===== src/hw/rtl/datetime_difference_us_top_macros.svh =====
// Assertion macros shared by the datetime difference RTL.
`ifndef DATETIME_DIFFERENCE_US_TOP_MACROS_SVH
`define DATETIME_DIFFERENCE_US_TOP_MACROS_SVH

`ifndef ASSERT_OFF
`define DTD_ASSERT(lbl, prop) \
  lbl: assert property (@(posedge clk) disable iff (!rst_n) prop) \
    else $error("datetime difference assertion failed");
`define DTD_ASSERT_NEVER(lbl, cond) \
  lbl: assert property (@(posedge clk) disable iff (!rst_n) !(cond)) \
    else $error("datetime difference forbidden condition");
`else
`define DTD_ASSERT(lbl, prop)
`define DTD_ASSERT_NEVER(lbl, cond)
`endif

`endif


===== src/hw/rtl/dtd_pkg.sv =====
`default_nettype none

package dtd_pkg;

  localparam int unsigned YEAR_W = 12;
  localparam logic [YEAR_W-1:0] YEAR_MAX = 12'd4095;

  localparam int unsigned DAYNUM_W = 21;
  localparam int unsigned DAYDIFF_W = 22;
  localparam int unsigned SECDIFF_W = 18;
  localparam int unsigned SUBDIFF_W = 11;
  localparam int unsigned SECTOT_W = 41;
  localparam int unsigned MSTOT_W = 51;
  localparam int unsigned OUT_W = 64;

  typedef logic [2:0] cfg_idx_t;
  localparam cfg_idx_t REG_YEAR        = 3'd0;
  localparam cfg_idx_t REG_MONTH       = 3'd1;
  localparam cfg_idx_t REG_DAY         = 3'd2;
  localparam cfg_idx_t REG_HOUR        = 3'd3;
  localparam cfg_idx_t REG_MINUTE      = 3'd4;
  localparam cfg_idx_t REG_SECOND      = 3'd5;
  localparam cfg_idx_t REG_MILLISECOND = 3'd6;
  localparam cfg_idx_t REG_MICROSECOND = 3'd7;

  localparam logic [8:0] DAYS_BEFORE_MONTH [16] = '{
    9'd0, 9'd0, 9'd31, 9'd59, 9'd90, 9'd120, 9'd151, 9'd181,
    9'd212, 9'd243, 9'd273, 9'd304, 9'd334, 9'd365, 9'd365, 9'd365
  };

  typedef struct packed {
    logic signed [DAYDIFF_W-1:0] day_diff;
    logic signed [SECDIFF_W-1:0] sec_diff;
    logic signed [SUBDIFF_W-1:0] ms_diff;
    logic signed [SUBDIFF_W-1:0] us_diff;
  } diff_t;

  // Floor division by 100 for values below 8192 using a reciprocal multiply.
  function automatic logic [6:0] div100(input logic [12:0] x);
    logic [25:0] p;
    p = 26'(x) * 26'd5243;
    return p[25:19];
  endfunction

endpackage

`default_nettype wire


===== src/hw/rtl/dtd_daynum.sv =====
`default_nettype none

module dtd_daynum (
  input  wire logic [dtd_pkg::YEAR_W-1:0]   year,
  input  wire logic [3:0]                   month,
  input  wire logic [4:0]                   day,
  output logic      [dtd_pkg::DAYNUM_W-1:0] daynum
);
  import dtd_pkg::*;

  logic [YEAR_W-1:0] y;
  logic [12:0]       y13;
  logic [6:0]        q_y;
  logic              centennial;
  logic              leap;
  logic [12:0]       leaps;
  logic [8:0]        doy;

  always_comb begin
    y = (year > YEAR_MAX) ? YEAR_MAX : year;
    y13 = 13'(y);
    q_y = div100(y13);
    centennial = (y13 == 13'(q_y) * 13'd100);
    leap = (y[1:0] == 2'b00) && (!centennial || (q_y[1:0] == 2'b00));
    leaps = ((y13 + 13'd3) >> 2) - 13'(div100(y13 + 13'd99))
            + 13'(div100(y13 + 13'd399) >> 2);
    doy = DAYS_BEFORE_MONTH[month] + 9'((leap && (month > 4'd2)) ? 1 : 0);
    daynum = DAYNUM_W'(y) * DAYNUM_W'(365) + DAYNUM_W'(leaps)
             + DAYNUM_W'(doy) + DAYNUM_W'(day);
  end

endmodule

`default_nettype wire


===== src/hw/rtl/dtd_scale.sv =====
`default_nettype none

module dtd_scale (
  input  wire logic                        clk,
  input  wire logic                        rst_n,
  input  wire logic                        in_valid,
  input  wire dtd_pkg::diff_t              in_diff,
  output logic                             out_valid,
  output logic signed [dtd_pkg::OUT_W-1:0] out_value
);
  import dtd_pkg::*;

  localparam logic signed [SECTOT_W-1:0] SEC_PER_DAY = 41'sd86400;
  localparam logic signed [MSTOT_W-1:0]  MS_PER_SEC  = 51'sd1000;
  localparam logic signed [OUT_W-1:0]    US_PER_MS   = 64'sd1000;

  logic                         v_sec_r, v_ms_r, v_out_r;
  logic signed [SECTOT_W-1:0]   sec_tot_r, sec_tot_nxt;
  logic signed [SUBDIFF_W-1:0]  ms_d_r, us_d_r, us_d2_r;
  logic signed [MSTOT_W-1:0]    ms_tot_r, ms_tot_nxt;
  logic signed [OUT_W-1:0]      out_r, out_nxt;

  always_comb begin
    sec_tot_nxt = SECTOT_W'($signed(in_diff.day_diff)) * SEC_PER_DAY
                  + SECTOT_W'($signed(in_diff.sec_diff));
    ms_tot_nxt = MSTOT_W'(sec_tot_r) * MS_PER_SEC + MSTOT_W'(ms_d_r);
    out_nxt = OUT_W'(ms_tot_r) * US_PER_MS + OUT_W'(us_d2_r);
  end

  always_ff @(posedge clk) begin
    if (!rst_n) begin
      v_sec_r <= 1'b0;
      v_ms_r  <= 1'b0;
      v_out_r <= 1'b0;
    end else begin
      v_sec_r <= in_valid;
      v_ms_r  <= v_sec_r;
      v_out_r <= v_ms_r;
    end
    sec_tot_r <= sec_tot_nxt;
    ms_d_r    <= $signed(in_diff.ms_diff);
    us_d_r    <= $signed(in_diff.us_diff);
    ms_tot_r  <= ms_tot_nxt;
    us_d2_r   <= us_d_r;
    out_r     <= out_nxt;
  end

  assign out_valid = v_out_r;
  assign out_value = out_r;

endmodule

`default_nettype wire


===== src/hw/rtl/datetime_difference_us_top.sv =====
// A transaction accepted at a rising edge passes the input register, the difference register
// and the seconds, milliseconds and output registers; out_valid marks it for one cycle.
// Throughput: one transaction per cycle; busy is always low and the pipeline never stalls.
// The slowest stage is the day-number calculation, with its leap-year reciprocal multiplies.
// Reset clears the pipeline valid bits and loads the reference 1970-01-01 00:00:00.000000.
`default_nettype none
`include "datetime_difference_us_top_macros.svh"

module datetime_difference_us_top (
  input  wire logic                        clk,
  input  wire logic                        rst_n,
  input  wire logic                        start,
  output logic                             busy,
  input  wire logic [11:0]                 in_ts_year,
  input  wire logic [3:0]                  in_ts_month,
  input  wire logic [4:0]                  in_ts_day,
  input  wire logic [4:0]                  in_ts_hour,
  input  wire logic [5:0]                  in_ts_minute,
  input  wire logic [5:0]                  in_ts_second,
  input  wire logic [9:0]                  in_ts_millisecond,
  input  wire logic [9:0]                  in_ts_microsecond,
  output logic                             out_valid,
  output logic signed [dtd_pkg::OUT_W-1:0] out_elapsed_us,
  input  wire logic                        cfg_we,
  input  wire dtd_pkg::cfg_idx_t           cfg_index,
  input  wire logic [11:0]                 cfg_wdata
);
  import dtd_pkg::*;

  logic [11:0] ref_year_r;
  logic [3:0]  ref_month_r;
  logic [4:0]  ref_day_r;
  logic [4:0]  ref_hour_r;
  logic [5:0]  ref_minute_r;
  logic [5:0]  ref_second_r;
  logic [9:0]  ref_ms_r;
  logic [9:0]  ref_us_r;

  logic        v_in_r;
  logic [11:0] year_r;
  logic [3:0]  month_r;
  logic [4:0]  day_r;
  logic [4:0]  hour_r;
  logic [5:0]  minute_r;
  logic [5:0]  second_r;
  logic [9:0]  ms_r;
  logic [9:0]  us_r;

  logic [DAYNUM_W-1:0]  ts_daynum, ref_daynum;
  logic [SECDIFF_W-1:0] ts_secs, ref_secs;
  logic                 v_diff_r;
  diff_t                diff_r, diff_nxt;
  logic                 same_ref_date;

  assign busy = 1'b0;

  always_ff @(posedge clk) begin
    if (!rst_n) begin
      ref_year_r   <= 12'd1970;
      ref_month_r  <= 4'd1;
      ref_day_r    <= 5'd1;
      ref_hour_r   <= 5'd0;
      ref_minute_r <= 6'd0;
      ref_second_r <= 6'd0;
      ref_ms_r     <= 10'd0;
      ref_us_r     <= 10'd0;
    end else if (cfg_we) begin
      case (cfg_index)
        REG_YEAR:        ref_year_r   <= cfg_wdata;
        REG_MONTH:       ref_month_r  <= cfg_wdata[3:0];
        REG_DAY:         ref_day_r    <= cfg_wdata[4:0];
        REG_HOUR:        ref_hour_r   <= cfg_wdata[4:0];
        REG_MINUTE:      ref_minute_r <= cfg_wdata[5:0];
        REG_SECOND:      ref_second_r <= cfg_wdata[5:0];
        REG_MILLISECOND: ref_ms_r     <= cfg_wdata[9:0];
        REG_MICROSECOND: ref_us_r     <= cfg_wdata[9:0];
        default: begin
        end
      endcase
    end
  end

  always_ff @(posedge clk) begin
    if (!rst_n) begin
      v_in_r <= 1'b0;
    end else begin
      v_in_r <= start && !busy;
    end
    year_r   <= in_ts_year;
    month_r  <= in_ts_month;
    day_r    <= in_ts_day;
    hour_r   <= in_ts_hour;
    minute_r <= in_ts_minute;
    second_r <= in_ts_second;
    ms_r     <= in_ts_millisecond;
    us_r     <= in_ts_microsecond;
  end

  dtd_daynum u_ts_daynum (
    .year   (year_r),
    .month  (month_r),
    .day    (day_r),
    .daynum (ts_daynum)
  );

  dtd_daynum u_ref_daynum (
    .year   (ref_year_r),
    .month  (ref_month_r),
    .day    (ref_day_r),
    .daynum (ref_daynum)
  );

  always_comb begin
    ts_secs = SECDIFF_W'(hour_r) * SECDIFF_W'(3600) + SECDIFF_W'(minute_r) * SECDIFF_W'(60)
              + SECDIFF_W'(second_r);
    ref_secs = SECDIFF_W'(ref_hour_r) * SECDIFF_W'(3600)
               + SECDIFF_W'(ref_minute_r) * SECDIFF_W'(60) + SECDIFF_W'(ref_second_r);
    diff_nxt.day_diff = $signed(DAYDIFF_W'(ts_daynum) - DAYDIFF_W'(ref_daynum));
    diff_nxt.sec_diff = $signed(ts_secs - ref_secs);
    diff_nxt.ms_diff  = $signed(SUBDIFF_W'(ms_r) - SUBDIFF_W'(ref_ms_r));
    diff_nxt.us_diff  = $signed(SUBDIFF_W'(us_r) - SUBDIFF_W'(ref_us_r));
  end

  always_ff @(posedge clk) begin
    if (!rst_n) begin
      v_diff_r <= 1'b0;
    end else begin
      v_diff_r <= v_in_r;
    end
    diff_r <= diff_nxt;
  end

  dtd_scale u_scale (
    .clk       (clk),
    .rst_n     (rst_n),
    .in_valid  (v_diff_r),
    .in_diff   (diff_r),
    .out_valid (out_valid),
    .out_value (out_elapsed_us)
  );

  assign same_ref_date = (year_r == ref_year_r) && (month_r == ref_month_r)
                         && (day_r == ref_day_r);

  `DTD_ASSERT(a_start_gives_result, (start |-> ##5 out_valid))
  `DTD_ASSERT(a_result_has_start, (out_valid |-> $past(start, 5)))
  `DTD_ASSERT(a_same_date_zero_days, ((v_in_r && same_ref_date) |-> (diff_nxt.day_diff == '0)))

endmodule

`default_nettype wire


===== config.mk =====
export PLATFORM = sky130hd
export DESIGN_NAME = datetime_difference_us_top
export DESIGN_NICKNAME = d
export VERILOG_FILES = /design/src/hw/rtl/dtd_pkg.sv /design/src/hw/rtl/dtd_daynum.sv /design/src/hw/rtl/dtd_scale.sv /design/src/hw/rtl/datetime_difference_us_top.sv
export VERILOG_INCLUDE_DIRS = /design/src /design/src/hw/rtl
export SDC_FILE = /design/constraint.sdc
export NUM_CORES = 2
export LEC_CHECK = 0
export BUFFER_PORTS_ARGS = -buffer_cell sky130_fd_sc_hd__buf_4
export CORE_ASPECT_RATIO = 0.8
export CORE_MARGIN = 4
export CORE_UTILIZATION = 30
export CTS_CLUSTER_DIAMETER = 150
export DETAILED_ROUTE_END_ITERATION = 10
export PLACE_DENSITY_LB_ADDON = 0.3
export SYNTH_ARGS = -nofsm -noshare
export SYNTH_HDL_FRONTEND = slang
export SYNTH_SLANG_ARGS = --single-unit

===== constraint.sdc =====
create_clock -name clk -period 26.8 [get_ports clk]
set_input_delay 5.36 -clock clk [delete_from_list [all_inputs] [get_ports clk]]
set_output_delay 5.36 -clock clk [all_outputs]
set_load 0.02 [all_outputs]

---- Word-level counts from Yosys, hierarchy flattened ----
Memories as Yosys holds them, arrays and structs flattened.
Index checks and enable logic that the tools add are counted.
W data, S select, Z words.
cells by class
  magnitude comparators ................... 6
  reductions and logical operators ........ 21
  bitwise gates (word level) .............. 2
  eq/ne operators ......................... 9
  $mul .................................... 17
  mux-type cells .......................... 8
  add/subtract/negate cells ............... 29
operator list
  kind                      number
  $mul A13 B13 Y26 const B  4
  $add A62 B11 Y63          1
  $mul A51 B8 Y59 const B   1
  $add A51 B11 Y51          1
  $mul A12 B13 Y25 const B  2
  $mul A41 B8 Y48 const B   1
  $add A21 B13 Y21          2
  $add A21 B5 Y21           2
  $add A21 B9 Y21           2
  $mul A12 B9 Y21 const B   2
  $add A40 B18 Y41          1
  $add A17 B12 Y18          2
  $add A18 B6 Y18           2
  $mux W9                   4
  $mul A22 B11 Y33 const B  1
  $add A12 B2 Y13 const B   2
  $add A12 B7 Y13 const B   2
  $add A12 B9 Y13 const B   2
  $add A13 B5 Y13           2
  $eq A12 B13 Y1            2
  $mul A5 B8 Y13 const B    2
  $gt A12 B12 Y1 const B    2
  $mux W12                  2
  $sub A11 B7 Y12           2
  19 further kinds          46
word-level totals
  word-level logic and storage cells ...... 125
  bits in registers ....................... 372
  bits in read-only memories .............. 288
  memories ................................ 2
memory list
  name             words  width  rd ports  clocked after memory_dff  wr ports  RTL line          text
  (no name shown)  16     9      1         0                         0         dtd_daynum.sv:27  doy = DAYS_BEFORE_MONTH[month] + 9'((leap && (month > 4'd2)) ? 1 : 0);
  (no name shown)  16     9      1         0                         0         dtd_daynum.sv:27

---- Depth between registers and ports, before layout ----
  depth in word-level cells ............... 14
  depth in mapped cells ................... 65

---- Cells and area by module ----
A second synthesis with hierarchy kept.
second synthesis, totals
  cell total of the unflattened synthesis .. 7765
  area, all modules ....................... 70371.2 um^2
by module, submodules not included
  module                      cells an instance  area an instance (um^2)  sequential area each (um^2)  instances
  dtd_scale                   3794               32926.6                  3823.7                       1
  dtd_daynum at u_ts_daynum   1448               13566.8                  0.0                          1
  dtd_daynum at u_ref_daynum  1458               13539.2                  0.0                          1
  datetime_difference_us_top  1065               10338.7                  3603.5                       1

---- Worst setup path before layout ----
OpenSTA, ideal clock, no wires.
  path type ............................... register -> register
  from .................................... reg ref_year_r[7]
  to ...................................... reg diff_r[61] (netlist name)
  library setup time ...................... 0.070 ns
  arrival time ............................ 13.938 ns
  slack ................................... 12.793 ns
  stages on the path, launching flop included .. 60
  buffers on the path ..................... 1
  cells stage by stage .................... dfxtp_1 clkbuf_1 inv_1 fa_1 inv_1 fa_1 inv_1 fa_1 inv_1 fa_1 inv_1 fa_1 inv_1 ha_1 a211o_1 a2111o_1 a31oi_1 o21bai_1 [24 not listed] a21o_1 a21oi_1 o21bai_1 a21oi_1 o21ai_0 a41oi_1 a2111oi_0 o21a_1 o21ai_0 nand2b_1 xnor2_1 ha_1 inv_1 nor2_1 nor2_1 o21ai_0 a31o_2 a21oi_1
RTL lines
  item                    RTL line                           text
  from (decl)             datetime_difference_us_top.sv:30   logic [11:0] ref_year_r;
  from (signal assigned)  datetime_difference_us_top.sv:69   REG_YEAR: ref_year_r <= cfg_wdata;
  to (signal assigned)    datetime_difference_us_top.sv:130  diff_r <= diff_nxt;
  to (decl)               datetime_difference_us_top.sv:52   diff_t diff_r, diff_nxt;

==> summary.md <==
| Metric | Value |
|---|---|
| Status | finished clean |
| Vias per cell | roughly 4.6 |
| Max Freq | between 60 and 70 MHz |
| Postcts setup bufs | 0 |
| Crit path DAT | approximately 16 ns |
| Final min period | ~16 ns |
| ANT cells | 0 |
| Worst-skew pair later-pin latency | between 0.6 and 0.7 ns |
| Worst setup EP type | flip-flop |
| Clock Pin Slew Worst Setup and Hold Paths | about 0.070 ns |
| Area growth from synthesis to layout | 9.00% |
| Net Count, Synth | 9271 |
| Hold Crit Start | diff_r[17] |
| Fin crit share | 0.580 |
| Dpl ws | 11.29 ns |
| Final setup violation count | 0 |
| FFs w/ async S/R, synth | 0 |
| Cell taking the most area after synthesis | fa_1 |
| CTS buffer count | between 40 and 50 |
| Share of layout cells above drive strength 1 | 0.0401 |
| Post-cts hold buffer count | 0 |
| Yosys Warn Count | 0 |
| WL final | 147 mm |
| Area contributors post-synth | fa_1, ha_1, dfxtp_1 |
| Router iterations before antenna repair | 5 |
| Max incr delay on CP | about 0.66 ns |
| Pin count of the biggest net entering global routing | 64 |
| Reg2Reg Depth | between 50 and 60 |
| CTS Sinks | about 370 |
| Post-Syn Area | around 66000 um^2 |
| Worst Skew | roughly 0.035 ns |
| RR Endpoint | diff_r[61] |
| Nets | 9367 |
| Maximum fanout along the worst path | 11 |
| Req. time, crit path | about 27 ns |
| Max-cap check violation count | 0 |
| Sum Neg Setup Slack | 0 ns |
| Synth top area share | 0.276 |
| Avg Cell Area, Syn | roughly 9.7 um^2 |
| Register area share after synthesis | 0.112 |
| # fillers | 22600 |
| I/O Buffers | between 100 and 150 |
| Total grt overflow | 0 |
| Reg-to-reg slack, setup | about 11 ns |
| Post-cts gate resize count | 0 |
| Row cnt | around 150 |
| Max-slew violation count | 0 |
| IO Pins | roughly 140 |
| Slowest CP cell | dfxtp_1 |
| Worst setup margin | between 10 and 15 ns |
| Post-DRT Antenna Nets | 0 |
| CTS tree | yes |
| Main synth FF type | dfxtp_1 |
| Die Y | ~430 um |
| R2R Path Start | ref_year_r[7] |
| Library cells used by synthesis | 82 |
| Hold WC Path Type | reg -> reg |
| Commonest non-fill, non-tap cell in the layout | ha_1 |
| Final Hold Fails | 0 |
| Avg WL per Cell | 14.8 um |
| RSZ-0062 raised after global routing | no |
| Die area | ~230000 um^2 |
| Vias in the first global route | ~48000 |
| Most frequent cells in the layout | ha_1, inv_1, fa_1 |
| Worst Hold Depth | 0 |
| Hpwl dp | about 130 mm |
| Worst rel slew slack | 0.247 |
| Root Buffer | clkbuf_16 |
| First-pass GRT wire length | approximately 250 mm |
| Most used cell, CP | fa_1 |
| GPL Wtd Cong | 0.869 |
| Initial Util | 0.302 |
| DRT iter0 DRCs | between 1500 and 2000 |
| # DRC | 0 |
| Synthesized instance count | around 7000 |
| Core Footprint | roughly 220000 um^2 |
| Worst-case hold path end point | u_scale.ms_d_r[6] |
| Chip width | roughly 530 um |
| Total number of vias | between 40000 and 50000 |
| GRT Total Usage | 0.131 |
| Flops & latches, synth | approximately 370 |
| H-tree depth | 2 |
| CP startpoint kind | flip-flop |
| Worst slew pin tran | about 1.1 ns |
| WS Path Type | reg -> reg |
| Clock Tree Buf Depth | 3 |
| Antenna violations before repair | 7 |
| EDFF count, synth | 0 |
worst max-delay path by stage:
stage	from	to	slack (ns)	cells after the start
after floorplan	ref_year_r[7]	diff_r[61]	12.79	59
after global placement	ref_year_r[7]	diff_r[61]	11.44	58
after detailed placement	ref_year_r[7]	diff_r[61]	11.29	57
after CTS	ref_year_r[7]	diff_r[61]	11.25	58
after global routing	ref_year_r[7]	diff_r[61]	10.08	57
final	ref_year_r[7]	diff_r[61]	11.25	58
routing by layer:
metal  vias to the layer above  track usage  share of wire
met5                         -            0              0
met4                         0       0.0212          0.015
met3                       125       0.0141          0.030
met2                       503        0.210           0.44
met1                     21900        0.190           0.52
li1                      22800            -              -
cell usage after synthesis (8+ instances only):
library cell / number
ha_1: 1445
inv_1: 1324
fa_1: 916
dfxtp_1: 371
xnor2_1: 340
a21oi_1: 337
nand2_1: 262
a21o_1: 248
nor2_1: 197
o21ai_0: 173
xor2_1: 152
clkbuf_1: 99
nand3_1: 89
nor3_1: 82
nor2b_1: 81
o21a_1: 58
o21bai_1: 56
nand2b_1: 54
a21boi_0: 51
and3_1: 42
nand4_1: 41
a31oi_1: 36
mux2i_1: 35
a211oi_1: 31
and2_1: 25
o211ai_1: 25
or2_2: 24
nor4_1: 17
or3_1: 16
o31ai_1: 14
a211o_1: 13
a41oi_1: 13
and4_1: 13
a31o_2: 9
a41o_1: 9
o2111ai_1: 8
o31a_1: 8
flip-flops by register name (all words and copies together), names as in the netlist, 11 cells and up:
| signal | cells |
|---|---|
| u_scale.ms_tot_r | 51 |
| u_scale.ms_d_r | 11 |
| u_scale.sec_tot_r | 41 |
| u_scale.us_d2_r | 11 |
| year_r | 12 |
| u_scale.out_value | 63 |
| ref_year_r | 12 |
| u_scale.us_d_r | 11 |
| diff_r | 62 |
layout make-up:
| class | count | area [um^2] | share of cell area |
|---|---|---|---|
| inverters | 1329 | 4990 | 0.0689 |
| multi-input cells | 5030 | 53700 | 0.741 |
| flip-flops and latches | 371 | 7430 | 0.103 |
| clock inverters | 24 | 285 | 0.00394 |
| repair buffers | 151 | 1130 | 0.0156 |
| clock buffers | 55 | 1240 | 0.0172 |
| well taps | 2964 | 3710 | 0.0512 |
per-stage QoR:
step | utilization | instance area (um^2) | hold slack [ns] | instances
after floorplan | - | 66500 | 0.310 | 6833
after detailed placement | 0.322 | 70900 | 0.312 | 9845
after global routing | 0.329 | 72400 | 0.328 | 9924
final | 0.329 | 72400 | 0.317 | 9924
after CTS | 0.329 | 72400 | 0.323 | 9924
after global placement | 0.322 | 70900 | 0.310 | 9845
cells by family after synthesis:
| group | count (synthesis) | synth area share |
|---|---|---|
| and+or+nand+nor | 967 | 0.0717 |
| AOI/OAI and AO/OA | 1172 | 0.117 |
| other | 1 | 0.0000564 |
| adders and majority gates | 2361 | 0.548 |
| muxes | 37 | 0.00578 |
| xor gates and xnor gates | 492 | 0.0648 |
| buffers and inverters | 1432 | 0.0810 |
| DFF | 371 | 0.112 |
worst max-delay path: cells and delay by family (launching register included):
family	cells	cell delay, ns
adders and majority gates	18	7.60
buffers and inverters	8	0.72
AOI/OAI and AO/OA	22	4.84
xor gates and xnor gates	4	0.79
DFF	1	0.66
and+or+nand+nor	6	0.81
Power is left out: the tool's default activity adds up to more than one toggle a clock period on the data nets, which glitch-free logic cannot reach.
